### src/hw/rtl/cte_pkg.sv
`timescale 1ns / 1ps
// ----------------------------------------------------------------------------
// cte_pkg
// Shared types, constants and calendar tables for the civil time to epoch
// seconds converter.
// ----------------------------------------------------------------------------
package cte_pkg;

  localparam int unsigned YearW   = 14;
  localparam int unsigned MonthW  = 4;
  localparam int unsigned DayW    = 5;
  localparam int unsigned HourW   = 5;
  localparam int unsigned MinuteW = 6;
  localparam int unsigned SecondW = 6;
  localparam int unsigned OffsetW = 18;
  localparam int unsigned EpochW  = 39;
  localparam int unsigned StatusW = 2;

  // day count since 1970-01-01 stays below 2^22 for years up to 9999
  localparam int unsigned DaysW   = 22;
  // seconds within one day
  localparam int unsigned SodW    = 17;
  // quotient of (year - 1) / 100
  localparam int unsigned CentW   = 8;

  localparam logic [YearW-1:0] YEAR_MIN = 14'd1970;
  localparam logic [YearW-1:0] YEAR_MAX = 14'd9999;

  // leaps_through(1969) = 1969/4 - 1969/100 + 1969/400
  localparam logic [DaysW-1:0] LEAPS_BEFORE_MIN = 22'd477;

  localparam logic [SodW-1:0] SECS_PER_HOUR = 17'd3600;
  localparam logic [SodW-1:0] SECS_PER_MIN  = 17'd60;
  localparam logic [EpochW-1:0] SECS_PER_DAY = 39'd86400;

  // last second of 9999-12-31 UTC
  localparam logic signed [EpochW:0] LAST_INSTANT = 40'sd253402300799;

  // n / 100 == (n * 5243) >> 19 for every 14-bit n
  localparam int unsigned RecipShift = 19;
  localparam logic [YearW+RecipShift-7:0] RECIP_100 = 27'd5243;

  typedef enum logic [StatusW-1:0] {
    ST_OK        = 2'd0,
    ST_BAD_FIELD = 2'd1,
    ST_RANGE     = 2'd2
  } status_t;

  // first stage result: fields plus century quotient of (year - 1)
  typedef struct packed {
    logic [YearW-1:0]          year;
    logic [MonthW-1:0]         month;
    logic [DayW-1:0]           day;
    logic [HourW-1:0]          hour;
    logic [MinuteW-1:0]        minute;
    logic [SecondW-1:0]        second;
    logic signed [OffsetW-1:0] offset;
    logic [CentW-1:0]          cent;
    logic                      fields_ok;
  } split_t;

  // second stage result: day count and seconds within the day
  typedef struct packed {
    logic                      ok;
    logic [DaysW-1:0]          days;
    logic [SodW-1:0]           sod;
    logic signed [OffsetW-1:0] offset;
  } count_t;

  function automatic logic [8:0] days_before(input logic [MonthW-1:0] mi);
    logic [8:0] d;
    unique case (mi)
      4'd0:    d = 9'd0;
      4'd1:    d = 9'd31;
      4'd2:    d = 9'd59;
      4'd3:    d = 9'd90;
      4'd4:    d = 9'd120;
      4'd5:    d = 9'd151;
      4'd6:    d = 9'd181;
      4'd7:    d = 9'd212;
      4'd8:    d = 9'd243;
      4'd9:    d = 9'd273;
      4'd10:   d = 9'd304;
      4'd11:   d = 9'd334;
      default: d = 9'd0;
    endcase
    return d;
  endfunction

  function automatic logic [DayW-1:0] month_len(input logic [MonthW-1:0] mi);
    logic [DayW-1:0] l;
    unique case (mi)
      4'd0, 4'd2, 4'd4, 4'd6, 4'd7, 4'd9, 4'd11: l = 5'd31;
      4'd3, 4'd5, 4'd8, 4'd10:                   l = 5'd30;
      4'd1:                                      l = 5'd28;
      default:                                   l = 5'd0;
    endcase
    return l;
  endfunction

endpackage

### src/hw/rtl/civil_time_to_epoch_seconds.sv
`timescale 1ns / 1ps
// ----------------------------------------------------------------------------
// civil_time_to_epoch_seconds
// Converts a Gregorian date and time with a UTC offset into Unix seconds.
// ----------------------------------------------------------------------------
// Usage:
//   input channel: in_valid with the date, time and offset fields; a
//   transaction completes when in_valid is high and in_stall is low.
//   result channel: out_valid with out_epoch_seconds and out_status; the
//   receiver holds out_stall high to keep the result in place.
//   each input transaction gives exactly one result, in order.
// Timing:
//   three register stages (century split, day count, seconds and range
//   check); throughput is one transaction per cycle unless out_stall
//   backs the pipeline up; the constant multiplies in the day count and
//   seconds stages set the cycle time.
// Reset:
//   synchronous active-low rst_n empties all stages; no result is pending.
// Backpressure:
//   a stalled result holds its value; stages behind it keep filling until
//   each holds a transaction, then in_stall rises in the same cycle.
// ----------------------------------------------------------------------------
module civil_time_to_epoch_seconds (
  input  logic                              clk,
  input  logic                              rst_n,
  input  logic                              in_valid,
  output logic                              in_stall,
  input  logic [cte_pkg::YearW-1:0]         in_year,
  input  logic [cte_pkg::MonthW-1:0]        in_month,
  input  logic [cte_pkg::DayW-1:0]          in_day,
  input  logic [cte_pkg::HourW-1:0]         in_hour,
  input  logic [cte_pkg::MinuteW-1:0]       in_minute,
  input  logic [cte_pkg::SecondW-1:0]       in_second,
  input  logic signed [cte_pkg::OffsetW-1:0] in_offset_seconds,
  output logic                              out_valid,
  input  logic                              out_stall,
  output logic signed [cte_pkg::EpochW-1:0] out_epoch_seconds,
  output logic [cte_pkg::StatusW-1:0]       out_status
);
  import cte_pkg::*;

  logic   split_valid;
  logic   split_stall;
  split_t split_data;
  logic   count_valid;
  logic   count_stall;
  count_t count_data;

  cte_year_split u_split (
    .clk      (clk),
    .rst_n    (rst_n),
    .valid_i  (in_valid),
    .stall_o  (in_stall),
    .year_i   (in_year),
    .month_i  (in_month),
    .day_i    (in_day),
    .hour_i   (in_hour),
    .minute_i (in_minute),
    .second_i (in_second),
    .offset_i (in_offset_seconds),
    .valid_o  (split_valid),
    .stall_i  (split_stall),
    .data_o   (split_data)
  );

  cte_day_count u_count (
    .clk     (clk),
    .rst_n   (rst_n),
    .valid_i (split_valid),
    .stall_o (split_stall),
    .data_i  (split_data),
    .valid_o (count_valid),
    .stall_i (count_stall),
    .data_o  (count_data)
  );

  cte_seconds u_secs (
    .clk      (clk),
    .rst_n    (rst_n),
    .valid_i  (count_valid),
    .stall_o  (count_stall),
    .data_i   (count_data),
    .valid_o  (out_valid),
    .stall_i  (out_stall),
    .epoch_o  (out_epoch_seconds),
    .status_o (out_status)
  );

endmodule

### src/hw/rtl/cte_year_split.sv
`timescale 1ns / 1ps
// ----------------------------------------------------------------------------
// cte_year_split
// First stage: range checks on the plain fields and the century quotient
// of (year - 1) by reciprocal multiplication.
// ----------------------------------------------------------------------------
module cte_year_split (
  input  logic                               clk,
  input  logic                               rst_n,
  input  logic                               valid_i,
  output logic                               stall_o,
  input  logic [cte_pkg::YearW-1:0]          year_i,
  input  logic [cte_pkg::MonthW-1:0]         month_i,
  input  logic [cte_pkg::DayW-1:0]           day_i,
  input  logic [cte_pkg::HourW-1:0]          hour_i,
  input  logic [cte_pkg::MinuteW-1:0]        minute_i,
  input  logic [cte_pkg::SecondW-1:0]        second_i,
  input  logic signed [cte_pkg::OffsetW-1:0] offset_i,
  output logic                               valid_o,
  input  logic                               stall_i,
  output cte_pkg::split_t                    data_o
);
  import cte_pkg::*;

  logic                          valid_r;
  logic                          valid_nxt;
  logic                          advance;
  split_t                        data_r;
  split_t                        data_nxt;
  logic [YearW-1:0]              year_m1;
  logic [YearW+RecipShift-7:0]   prod;

  assign advance = !valid_r || !stall_i;
  assign stall_o = !advance;

  always_comb begin
    year_m1 = year_i - 14'd1;
    prod    = {13'd0, year_m1} * RECIP_100;

    data_nxt.year      = year_i;
    data_nxt.month     = month_i;
    data_nxt.day       = day_i;
    data_nxt.hour      = hour_i;
    data_nxt.minute    = minute_i;
    data_nxt.second    = second_i;
    data_nxt.offset    = offset_i;
    data_nxt.cent      = prod[RecipShift+CentW-1:RecipShift];
    data_nxt.fields_ok = (year_i >= YEAR_MIN) && (year_i <= YEAR_MAX) &&
                         (month_i >= 4'd1) && (month_i <= 4'd12) &&
                         (day_i != 5'd0) && (hour_i < 5'd24) &&
                         (minute_i < 6'd60) && (second_i < 6'd60);
  end

  assign valid_nxt = advance ? valid_i : valid_r;

  always_ff @(posedge clk) begin
    if (!rst_n) begin
      valid_r <= 1'b0;
    end else begin
      valid_r <= valid_nxt;
    end
  end

  always_ff @(posedge clk) begin
    if (advance && valid_i) begin
      data_r <= data_nxt;
    end
  end

  assign valid_o = valid_r;
  assign data_o  = data_r;

endmodule

### src/hw/rtl/cte_day_count.sv
`timescale 1ns / 1ps
// ----------------------------------------------------------------------------
// cte_day_count
// Second stage: leap year test, day-of-month check, days since 1970-01-01
// and seconds within the day.
// ----------------------------------------------------------------------------
module cte_day_count (
  input  logic            clk,
  input  logic            rst_n,
  input  logic            valid_i,
  output logic            stall_o,
  input  cte_pkg::split_t data_i,
  output logic            valid_o,
  input  logic            stall_i,
  output cte_pkg::count_t data_o
);
  import cte_pkg::*;

  logic               valid_r;
  logic               valid_nxt;
  logic               advance;
  count_t             data_r;
  count_t             data_nxt;
  logic [YearW-1:0]   year_m1;
  logic [YearW-1:0]   cent_x100;
  logic [6:0]         rem100;
  logic [CentW-1:0]   cent_p1;
  logic               leap;
  logic [MonthW-1:0]  mi;
  logic [DayW-1:0]    mlen;
  logic [YearW-1:0]   yr_off;
  logic [DaysW-1:0]   days_base;

  assign advance = !valid_r || !stall_i;
  assign stall_o = !advance;

  always_comb begin
    year_m1   = data_i.year - 14'd1;
    cent_x100 = 14'({6'd0, data_i.cent} * 14'd100);
    rem100    = 7'(year_m1 - cent_x100);
    cent_p1   = data_i.cent + 8'd1;
    // year divisible by 100 exactly when (year - 1) leaves 99
    leap = (data_i.year[1:0] == 2'd0) &&
           ((rem100 != 7'd99) || (cent_p1[1:0] == 2'd0));

    mi   = data_i.month - 4'd1;
    mlen = month_len(mi) + {4'd0, (mi == 4'd1) && leap};

    yr_off    = data_i.year - YEAR_MIN;
    days_base = 22'({8'd0, yr_off} * 22'd365);

    data_nxt.ok   = data_i.fields_ok && (data_i.day <= mlen);
    data_nxt.days = days_base
                  + {10'd0, year_m1[YearW-1:2]}
                  - {14'd0, data_i.cent}
                  + {16'd0, data_i.cent[CentW-1:2]}
                  - LEAPS_BEFORE_MIN
                  + {13'd0, days_before(mi)}
                  + {21'd0, (mi > 4'd1) && leap}
                  + {17'd0, data_i.day}
                  - 22'd1;
    data_nxt.sod  = 17'({12'd0, data_i.hour} * SECS_PER_HOUR)
                  + 17'({11'd0, data_i.minute} * SECS_PER_MIN)
                  + {11'd0, data_i.second};
    data_nxt.offset = data_i.offset;
  end

  assign valid_nxt = advance ? valid_i : valid_r;

  always_ff @(posedge clk) begin
    if (!rst_n) begin
      valid_r <= 1'b0;
    end else begin
      valid_r <= valid_nxt;
    end
  end

  always_ff @(posedge clk) begin
    if (advance && valid_i) begin
      data_r <= data_nxt;
    end
  end

  assign valid_o = valid_r;
  assign data_o  = data_r;

endmodule

### src/hw/rtl/cte_seconds.sv
`timescale 1ns / 1ps
// ----------------------------------------------------------------------------
// cte_seconds
// Result stage: days times seconds per day, plus time of day, minus the
// offset, with the range check and the status code.
// ----------------------------------------------------------------------------
module cte_seconds (
  input  logic                              clk,
  input  logic                              rst_n,
  input  logic                              valid_i,
  output logic                              stall_o,
  input  cte_pkg::count_t                   data_i,
  output logic                              valid_o,
  input  logic                              stall_i,
  output logic signed [cte_pkg::EpochW-1:0] epoch_o,
  output logic [cte_pkg::StatusW-1:0]       status_o
);
  import cte_pkg::*;

  logic                      valid_r;
  logic                      valid_nxt;
  logic                      advance;
  logic signed [EpochW-1:0]  epoch_r;
  logic signed [EpochW-1:0]  epoch_nxt;
  status_t                   status_r;
  status_t                   status_nxt;
  logic [EpochW-1:0]         day_secs;
  logic signed [EpochW:0]    instant;

  assign advance = !valid_r || !stall_i;
  assign stall_o = !advance;

  always_comb begin
    day_secs = {17'd0, data_i.days} * SECS_PER_DAY;
    instant  = $signed({1'b0, day_secs})
             + $signed({23'd0, data_i.sod})
             - $signed({{(EpochW+1-OffsetW){data_i.offset[OffsetW-1]}}, data_i.offset});

    priority if (!data_i.ok) begin
      status_nxt = ST_BAD_FIELD;
      epoch_nxt  = '0;
    end else if (instant[EpochW] || (instant > LAST_INSTANT)) begin
      status_nxt = ST_RANGE;
      epoch_nxt  = instant[EpochW-1:0];
    end else begin
      status_nxt = ST_OK;
      epoch_nxt  = instant[EpochW-1:0];
    end
  end

  assign valid_nxt = advance ? valid_i : valid_r;

  always_ff @(posedge clk) begin
    if (!rst_n) begin
      valid_r <= 1'b0;
    end else begin
      valid_r <= valid_nxt;
    end
  end

  always_ff @(posedge clk) begin
    if (advance && valid_i) begin
      epoch_r  <= epoch_nxt;
      status_r <= status_nxt;
    end
  end

  assign valid_o  = valid_r;
  assign epoch_o  = epoch_r;
  assign status_o = status_r;

endmodule

### config.mk
export PLATFORM = sky130hd
export DESIGN_NAME = civil_time_to_epoch_seconds
export DESIGN_NICKNAME = d
export VERILOG_FILES = /design/src/hw/rtl/cte_pkg.sv /design/src/hw/rtl/civil_time_to_epoch_seconds.sv /design/src/hw/rtl/cte_year_split.sv /design/src/hw/rtl/cte_day_count.sv /design/src/hw/rtl/cte_seconds.sv
export SDC_FILE = /design/constraint.sdc
export NUM_CORES = 1
export LEC_CHECK = 0
export BUFFER_PORTS_ARGS = -buffer_cell sky130_fd_sc_hd__buf_2
export CORE_ASPECT_RATIO = 1.2
export CORE_MARGIN = 2
export CORE_UTILIZATION = 49
export CTS_BUF_LIST = sky130_fd_sc_hd__clkbuf_4
export DETAILED_ROUTE_END_ITERATION = 10
export PLACE_DENSITY = 0.66
export SYNTH_ARGS = -nofsm -noshare
export SYNTH_HDL_FRONTEND = slang
export SYNTH_HIERARCHICAL = 1
export SYNTH_SLANG_ARGS = --single-unit
export TNS_END_PERCENT = 1
### constraint.sdc
create_clock -name clk -period 7.9 [get_ports clk]
set_input_delay 1.185 -clock clk [delete_from_list [all_inputs] [get_ports clk]]
set_output_delay 1.185 -clock clk [all_outputs]
set_load 0.01 [all_outputs]
==> impl_metrics.csv, run 1 <==
group,metric,value,unit
logic_synthesis,yosysWarnings,6,
detailed_routing,drtAntennaViolNets,0,
clocking,numCtsBuffers,17,
setup_path,crit_family,"adder cells",
logic_synthesis,syn-num-nets,2981,
die,rows,86,
setup_path,crit_top_cell,"ha_1",
timing,hold_viol,0,
timing,slew_violations,0,
timing,fmax,134,MHz
flow_run,cap_violations,0,
setup_path,r2r_end,"u_secs/status_o[1]",
grt,use_met3,0.0171,
setup_path,cp_num_cells,29,
grt,grt_max_degree,68,
grt,grt-ovfl-total,0,
grt,grt_pass1_wl,80000,µm
setup_path,critical_path.slowest_cell,"or4_1",
setup_path,setup.worst_path.end_class,"flip-flop",
final_layout,postLayoutCoreUtil,0.531,
setup_path,cp.required,8460,ps
die,die_h,241,µm
detailed_routing,vias,15900,
die,die_x,201,µm
logic_synthesis,async_flop_share,0,
logic_synthesis,synthDistinctLibCells,95,
grt,grt_usage,0.205,
grt,grt_pass1_vias,16500,
final_layout,multi_input_area,0.0159,mm²
clocking,htreeDepth,4,
logic_synthesis,syn_inst,2260,
logic_synthesis,syn-cell-area,0.0229,mm²
timing,slew_headroom,0.281,
final_layout,syn_to_final_growth,6.82,%
timing,fin_setup_tns,0,ps
hold_path,min_path_type,"reg -> reg",
logic_synthesis,yosysTopAreaCell,"ha_1",
place,gp_congestion,0.929,
logic_synthesis,seq_area_frac_synth,0.220,
outcome,outcome,"finished clean",
detailed_routing,drt_pass1_iterations,6,
setup_path,startpoint_type,"flip-flop",
detailed_routing,drc,0,
grt,use_met2,0.399,
clocking,clk_pin_slew_worst_paths,180,ps
logic_synthesis,synth_edf_count,166,
detailed_routing,wl_per_cell,16.0,µm
clocking,cts_tree,"done",
clocking,postCtsSetupRepairBufs,0,
setup_path,rrSetupSlack,440,ps
logic_synthesis,synth_ff_type,"edfxtp_1",
setup_path,setup.worst_path.start,"u_count/data_o[38]",
final_layout,area.sequential,0.00504,mm²
place,io_buffers,104,
grt,grt_busiest_layer,"met2",
clocking,cts.sinks,169,
detailed_routing,drtIter0Drc,682,
final_layout,nFillCells,4231,
clocking,clockRootBuffer,"clkbuf_4",
clocking,cts.path.max_buffers,2,
grt,gr-usage-met1,0.237,
timing,skew,43.0,ps
setup_path,arrival,8020,ps
setup_path,cp_max_fo,9,
detailed_routing,via_per_inst,5.31,
place,place_hpwl,41300,µm
setup_path,crit_type,"reg -> reg",
setup_path,rr_startpoint,"u_count/data_o[38]",
timing,worst_pin_slew,1080,ps
timing,final-setup-viol-count,0,
die,core_area,0.0461,mm²
final_layout,fin_nets,3082,
logic_synthesis,yosysTopAreaCellShare,0.242,
setup_path,worstRegToRegCells,29,
die,die_area,0.0485,mm²
die,start_util,0.497,
die,ios,105,
timing,period_share,0.945,
detailed_routing,postRouteWirelength,47900,µm
timing,rsz0062_at_grt,"false",
grt,antenna_found_initial,2,
logic_synthesis,synth_area_leaders,"ha_1 24%, edfxtp_1 22%, fa_1 19%, inv_1 7.8%, xnor2_1 3.6%",
setup_path,cp-endpoint,"u_secs/status_o[1]",
logic_synthesis,ys_ff_latch,169,
timing,period_needed,7460,ps
hold_path,whs_path_depth,0,
setup_path,crit_buf_inv,4,
final_layout,drive_above_1_share,0.0779,
setup_path,max_stage_delay,540,ps
clocking,worstSkewPairLatency,670,ps
logic_synthesis,syn_avg_cell_area,10.1,µm²
==> final cells by class <==
cell class              instances  area share
well taps                     616      0.0315
clock inverters                15     0.00711
inverters                     483      0.0743
diodes                          2    0.000205
flip-flops and latches        169       0.206
clock buffers                  17     0.00522
repair buffers                113      0.0240
multi-input cells            1577       0.651
==> stage by stage <==
stage	instances	cell area [µm²]	hold WS, ps	setup slack (ps)
2_1_floorplan	2260	22900	400	895
3_5_place_dp	2958	24200	406	414
5_1_grt	2992	24500	447	15.0
4_1_cts	2990	24500	437	388
3_3_place_gp	2958	24200	402	524
6_report	2992	24500	426	437
==> cells in the mapped netlist, drive strengths merged (11+ instances only) <==
cell,number
inv,481
o211ai,18
nor4,11
a21oi,109
or3,12
and2,38
nand3,25
fa,216
o21bai,16
edfxtp,166
ha,443
a31oi,19
a21o,55
nor3,29
clkbuf,22
nor2,91
xor2,62
nand2,69
xnor2,97
nand2b,25
o21a,22
nand4,24
a211oi,15
nor2b,18
o21ai,56
==> logic make-up (layout without fill, tap and decap cells) <==
group	count (synthesis)	in the layout	share of synthesized area
other	0	2	0
AND/OR/NAND/NOR	383	383	0.0897
buffers and inverters	514	628	0.0850
multiplexers	3	3	0.00131
AO/OA/AOI/OAI	373	373	0.110
flip-flops	169	169	0.220
XOR/XNOR	159	159	0.0633
adder cells (fa/ha/maj)	659	659	0.431
==> cell usage in the layout, fill, tap and decap left out, drive strengths merged, types with 55 or more instances in the layout <==
cell | synthesis | layout
a21o | 55 | 55
a21oi | 109 | 109
buf | 9 | 113
edfxtp | 166 | 166
fa | 216 | 216
ha | 443 | 443
inv | 481 | 489
nand2 | 69 | 69
nor2 | 91 | 91
o21ai | 56 | 56
xnor2 | 97 | 97
xor2 | 62 | 62
==> state kept, by name, indices dropped and copies added (netlist names) <==
name,flops
u_count/data_o,58
u_count/valid_o,1
u_secs/epoch_o,39
u_secs/status_o,2
u_secs/valid_o,1
u_split/data_o,67
u_split/valid_o,1
==> routing by layer <==
metal | routed length (µm) | vias to the layer above | share of wire
met3 | 965 | 62 | 0.020
met1 | 19900 | 7758 | 0.42
met5 | 0 | - | 0
met4 | 1160 | 0 | 0.024
li1 | - | 7830 | -
met2 | 25900 | 240 | 0.54
==> worst min-delay path by stage <==
stage	from	endpoint	slack [ps]
after global placement	u_split/data_o[12]	u_count/data_o[3]	400
after CTS	u_split/data_o[11]	u_count/data_o[2]	440
after global routing	u_split/data_o[23]	u_count/data_o[14]	450
final	u_split/data_o[11]	u_count/data_o[2]	430
after floorplan	u_split/data_o[9]	u_count/data_o[0]	400
after detailed placement	u_split/data_o[16]	u_count/data_o[7]	410
==> repair_timing <==
action,CTS,global route
endpoints found under the setup margin,0,1
hold buffers,0,0
resized for setup,0,2
Power of run 1 is left out: the tool's default activity adds up to more than one toggle a clock period on the data nets, which glitch-free logic cannot reach.
==> run 2, diff against run 1 <==
CORE_UTILIZATION = 43   (was 49)
PLACE_DENSITY = unset   (was 0.66)
==> impl_metrics.csv, run 2 (synthesis results as in run 1) <==
group,metric,value,unit
outcome,outcome,"finished clean",
detailed_routing,highest_layer,"met4",
timing,fmax,135,MHz
detailed_routing,wl_per_cell,15.6,µm
setup_path,setup.worst_path.start,"u_count/data_o[35]",
detailed_routing,vias,15700,
timing,period_share,0.939,
flow_run,cap_violations,0,
clocking,postCtsSetupRepairBufs,0,
timing,slew_headroom,0.269,
detailed_routing,drc,0,
setup_path,cp_max_fo,6,
timing,rsz0062_at_grt,"false",
die,die_x,215,µm
setup_path,rrSetupSlack,480,ps
final_layout,layout_common_cells,"479 x inv_1, 443 x ha_1, 216 x fa_1, 166 x edfxtp_1, 107 x a21oi_1",
detailed_routing,dr_wl_met3,955,µm
final_layout,largest_reg_flops,67,
clocking,cts_tree,"done",
final_layout,syn_to_final_growth,7.26,%
die,die_h,257,µm
final_layout,nFillCells,5004,
final_layout,drive_above_1_share,0.0783,
place,io_buffers,104,
grt,grt_pass1_wl,80700,µm
clocking,htreeDepth,4,
hold_path,hold_end,"u_count/data_o[11]",
die,start_util,0.435,
grt,antenna_found_initial,1,
setup_path,crit_top_cell,"ha_1",
final_layout,mostFrequentLayoutCell,"inv_1",
die,rows,92,
setup_path,cp.required,8500,ps
timing,period_needed,7420,ps
setup_path,arrival,8020,ps
clocking,clockRootBuffer,"clkbuf_4",
detailed_routing,wl_met2,25700,µm
clocking,worstSkewPairLatency,730,ps
setup_path,setup.worst_path.end_class,"flip-flop",
detailed_routing,drtAntennaViolNets,0,
die,ios,105,
setup_path,startpoint_type,"flip-flop",
setup_path,worstRegToRegCells,28,
die,core_area,0.0526,mm²
detailed_routing,drt_pass1_iterations,5,
timing,final-setup-viol-count,0,
clocking,cts_resized,0,
detailed_routing,drtIter0Drc,549,
timing,worst_pin_slew,1090,ps
clocking,numCtsBuffers,17,
grt,grt_usage,0.181,
place,gp_congestion,0.880,
clocking,hold_buffers,0,
grt,grt_pass1_vias,16400,
detailed_routing,via_per_inst,5.10,
grt,grt_max_degree,68,
hold_path,min-delay-start,"u_split/data_o[20]",
setup_path,crit_type,"reg -> reg",
final_layout,fin_nets,3082,
timing,skew,49.1,ps
grt,grt-ovfl-total,0,
detailed_routing,wl_met1,20600,µm
timing,hold_viol,0,
place,place_hpwl,41800,µm
detailed_routing,postRouteWirelength,48200,µm
timing,fin_setup_tns,0,ps
hold_path,min_path_type,"reg -> reg",
clocking,clk_pin_slew_worst_paths,200,ps
clocking,cts.path.max_buffers,2,
hold_path,whs_path_depth,0,
die,die_area,0.0551,mm²
setup_path,r2r_end,"u_secs/status_o[1]",
setup_path,max_stage_delay,520,ps
setup_path,rr_startpoint,"u_count/data_o[35]",
clocking,cts.sinks,169,
timing,slew_violations,0,
setup_path,critical_path.slowest_cell,"or4_1",
-- run 2: cell count changes in the layout (fill, tap and decap cells not counted), sizes merged --
cell,before,now
bufinv,1,0
diode,2,1
clkinv,8,7
clkbuf,17,18
inv,489,488
clkinvlp,0,2
-- run 2: through the flow --
stage | hold slack (ps) | util | setup slack [ps] | cells | instance area (µm²)
6_report | 391 | 0.467 | 481 | 3080 | 24600
3_3_place_gp | 400 | 0.461 | 502 | 3047 | 24300
2_1_floorplan | 400 | - | 895 | 2260 | 22900
4_1_cts | 390 | 0.467 | 383 | 3079 | 24600
3_5_place_dp | 405 | 0.461 | 377 | 3047 | 24300
5_1_grt | 408 | 0.467 | 45.3 | 3080 | 24600
-- run 2: final cells by class --
cell class	count	area (µm²)	share of cell area
Multi-Input combinational cell	1577	15900	0.649
Timing Repair Buffer	113	588	0.0239
Sequential cell	169	5040	0.205
Clock inverter	14	153	0.00621
Inverter	483	1820	0.0740
Tap cell	705	882	0.0359
Antenna cell	1	2.50	0.000102
Clock buffer	18	135	0.00550
-- run 2: layer usage --
metal  GRT usage  vias to the layer above
li1            -                     7851
met1       0.213                     7621
met5           0                        -
met3      0.0200                       53
met4      0.0530                        0
met2       0.344                      192
-- run 2: worst max-delay path, delay by kind of cell, from the launching register on --
kind	cells	cell delay (ps)
xor+xnor	2	350
buf+inv	2	90
simple gates	7	1750
fa+ha+maj	8	2730
compound gates	9	1920
flops	1	470
-- run 2: worst max path at each step --
stage,end,slack (ps),cells past startpoint
2_1_floorplan,u_split/data_o[8],890,21
3_3_place_gp,u_secs/status_o[1],500,28
3_5_place_dp,u_secs/status_o[1],380,28
4_1_cts,u_secs/status_o[1],380,28
5_1_grt,u_secs/status_o[1],50,28
6_report,u_secs/status_o[1],480,28
Power of run 2 is left out for the same reason.
==> run 3, diff against run 2 <==
GPL_TIMING_DRIVEN = 0   (was unset)
clock period = 7.8 ns   (was 7.9 ns; I/O delays follow)
==> impl_metrics.csv, run 3 (synthesis results as in run 1) <==
group,metric,value,unit
outcome,outcome,"finished clean",
clocking,cts_tree,"done",
timing,period_share,0.962,
flow_run,cap_violations,0,
hold_path,whs_path_depth,0,
setup_path,max_stage_delay,520,ps
die,core_area,0.0526,mm²
clocking,clk_pin_slew_worst_paths,220,ps
final_layout,area.sequential,0.00504,mm²
grt,use_met2,0.327,
clocking,cts.sinks,169,
die,die_x,215,µm
setup_path,rrSetupSlack,300,ps
detailed_routing,drtIter0Drc,602,
setup_path,setup.worst_path.end_class,"flip-flop",
final_layout,nFillCells,5017,
detailed_routing,drtAntennaViolNets,0,
die,start_util,0.435,
final_layout,largest_reg_flops,67,
grt,grt_pass1_vias,16400,
final_layout,drive_above_1_share,0.0850,
grt,grt_busiest_layer,"met2",
final_layout,multi_input_area,0.0160,mm²
detailed_routing,drt_pass1_iterations,5,
grt,antenna_found_initial,1,
final_layout,layout_common_cells,"479 x inv_1, 440 x ha_1, 216 x fa_1, 166 x edfxtp_1, 111 x buf_2",
final_layout,syn_to_final_growth,8.47,%
setup_path,crit_top_cell,"ha_1",
grt,use_met3,0.0228,
timing,slew_violations,0,
timing,rsz0062_at_grt,"true",
grt,grt_pass1_wl,80500,µm
clocking,htreeDepth,4,
die,die_area,0.0551,mm²
timing,skew,68.7,ps
setup_path,critical_path.slowest_cell,"edfxtp_1",
clocking,clockRootBuffer,"clkbuf_4",
final_layout,design_area,0.0248,mm²
setup_path,arrival,7950,ps
setup_path,cp.required,8240,ps
clocking,worstSkewPairLatency,740,ps
setup_path,crit_buf_inv,3,
clocking,hold_buffers,0,
setup_path,setup.worst_path.start,"u_count/data_o[37]",
hold_path,min_path_type,"reg -> reg",
timing,fin_setup_tns,0,ps
hold_path,min-delay-start,"u_split/data_o[17]",
clocking,cts.path.max_buffers,2,
final_layout,fin_nets,3107,
detailed_routing,via_per_inst,5.07,
setup_path,cp_max_fo,7,
final_layout,mostFrequentLayoutCell,"inv_1",
die,ios,105,
place,gp_congestion,0.899,
place,place_hpwl,41200,µm
detailed_routing,wl_per_cell,15.4,µm
setup_path,startpoint_type,"flip-flop",
timing,hold_viol,0,
setup_path,r2r_end,"u_secs/status_o[1]",
detailed_routing,vias,15800,
clocking,numCtsBuffers,17,
setup_path,crit_family,"adder cells",
hold_path,hold_end,"u_count/data_o[8]",
timing,fmax,133,MHz
grt,gr-usage-met1,0.216,
place,io_buffers,104,
timing,slew_headroom,0.269,
setup_path,crit_type,"reg -> reg",
detailed_routing,drc,0,
setup_path,rr_startpoint,"u_count/data_o[37]",
timing,period_needed,7500,ps
grt,grt-ovfl-total,0,
die,rows,92,
grt,grt_max_degree,36,
die,die_h,257,µm
detailed_routing,postRouteWirelength,47700,µm
setup_path,worstRegToRegCells,28,
timing,worst_pin_slew,1090,ps
timing,final-setup-viol-count,0,
grt,grt_usage,0.180,
place,placed_cell_area,0.0244,mm²
==> run 3: cell count changes in the layout (fill, tap and decap cells not counted), sizes merged <==
cell      previous run  this run
clkinvlp             2         0
clkinv               7        10
clkbuf              18        37
buf                113       118
==> run 3: per-stage QoR <==
step                      setup WS (ps)  instances  utilization  hold WS (ps)
after global routing              -98.4       3105        0.472           410
final                               296       3105        0.472           421
after detailed placement           -895       3073        0.464           411
after CTS                          1.35       3105        0.471           422
after floorplan                     810       2260            -           400
after global placement             -690       3069        0.462           403
==> run 3: timing repair <==
item,CTS,global route
setup endpoints to repair,2,5
pin swaps,0,1
cloned,0,0
setup buffers,0,1
resized for setup,4,18
==> run 3: metal layers <==
metal,part of all wire,vias up
li1,-,7902
met1,0.44,7553
met2,0.51,228
met3,0.022,72
met4,0.030,0
met5,0,-
==> run 3: worst max-delay path by stage <==
stage / cells past startpoint / to
after floorplan: 21 / u_split/data_o[8]
after global placement: 23 / u_split/data_o[8]
after detailed placement: 23 / u_split/data_o[8]
after CTS: 28 / u_secs/status_o[1]
after global routing: 29 / u_secs/status_o[1]
final: 28 / u_secs/status_o[1]
==> run 3: final cells by class <==
cell class	count	share of cell area
flip-flops and latches	169	0.203
diodes	1	0.000101
repair buffers	109	0.0245
multi-input cells	1577	0.645
plain buffers	29	0.00499
well taps	705	0.0355
inverters	483	0.0732
clock inverters	15	0.00861
clock buffers	17	0.00514
==> run 3: worst register-to-register path: cells and delay by family (launching register included) <==
family	cells	cell delay (ps)
fa+ha+maj	8	2850
simple gates	6	1750
compound gates	9	1520
flops	1	520
buf+inv	3	220
mux	1	180
xor+xnor	1	170
Power of run 3 is left out for the same reason.
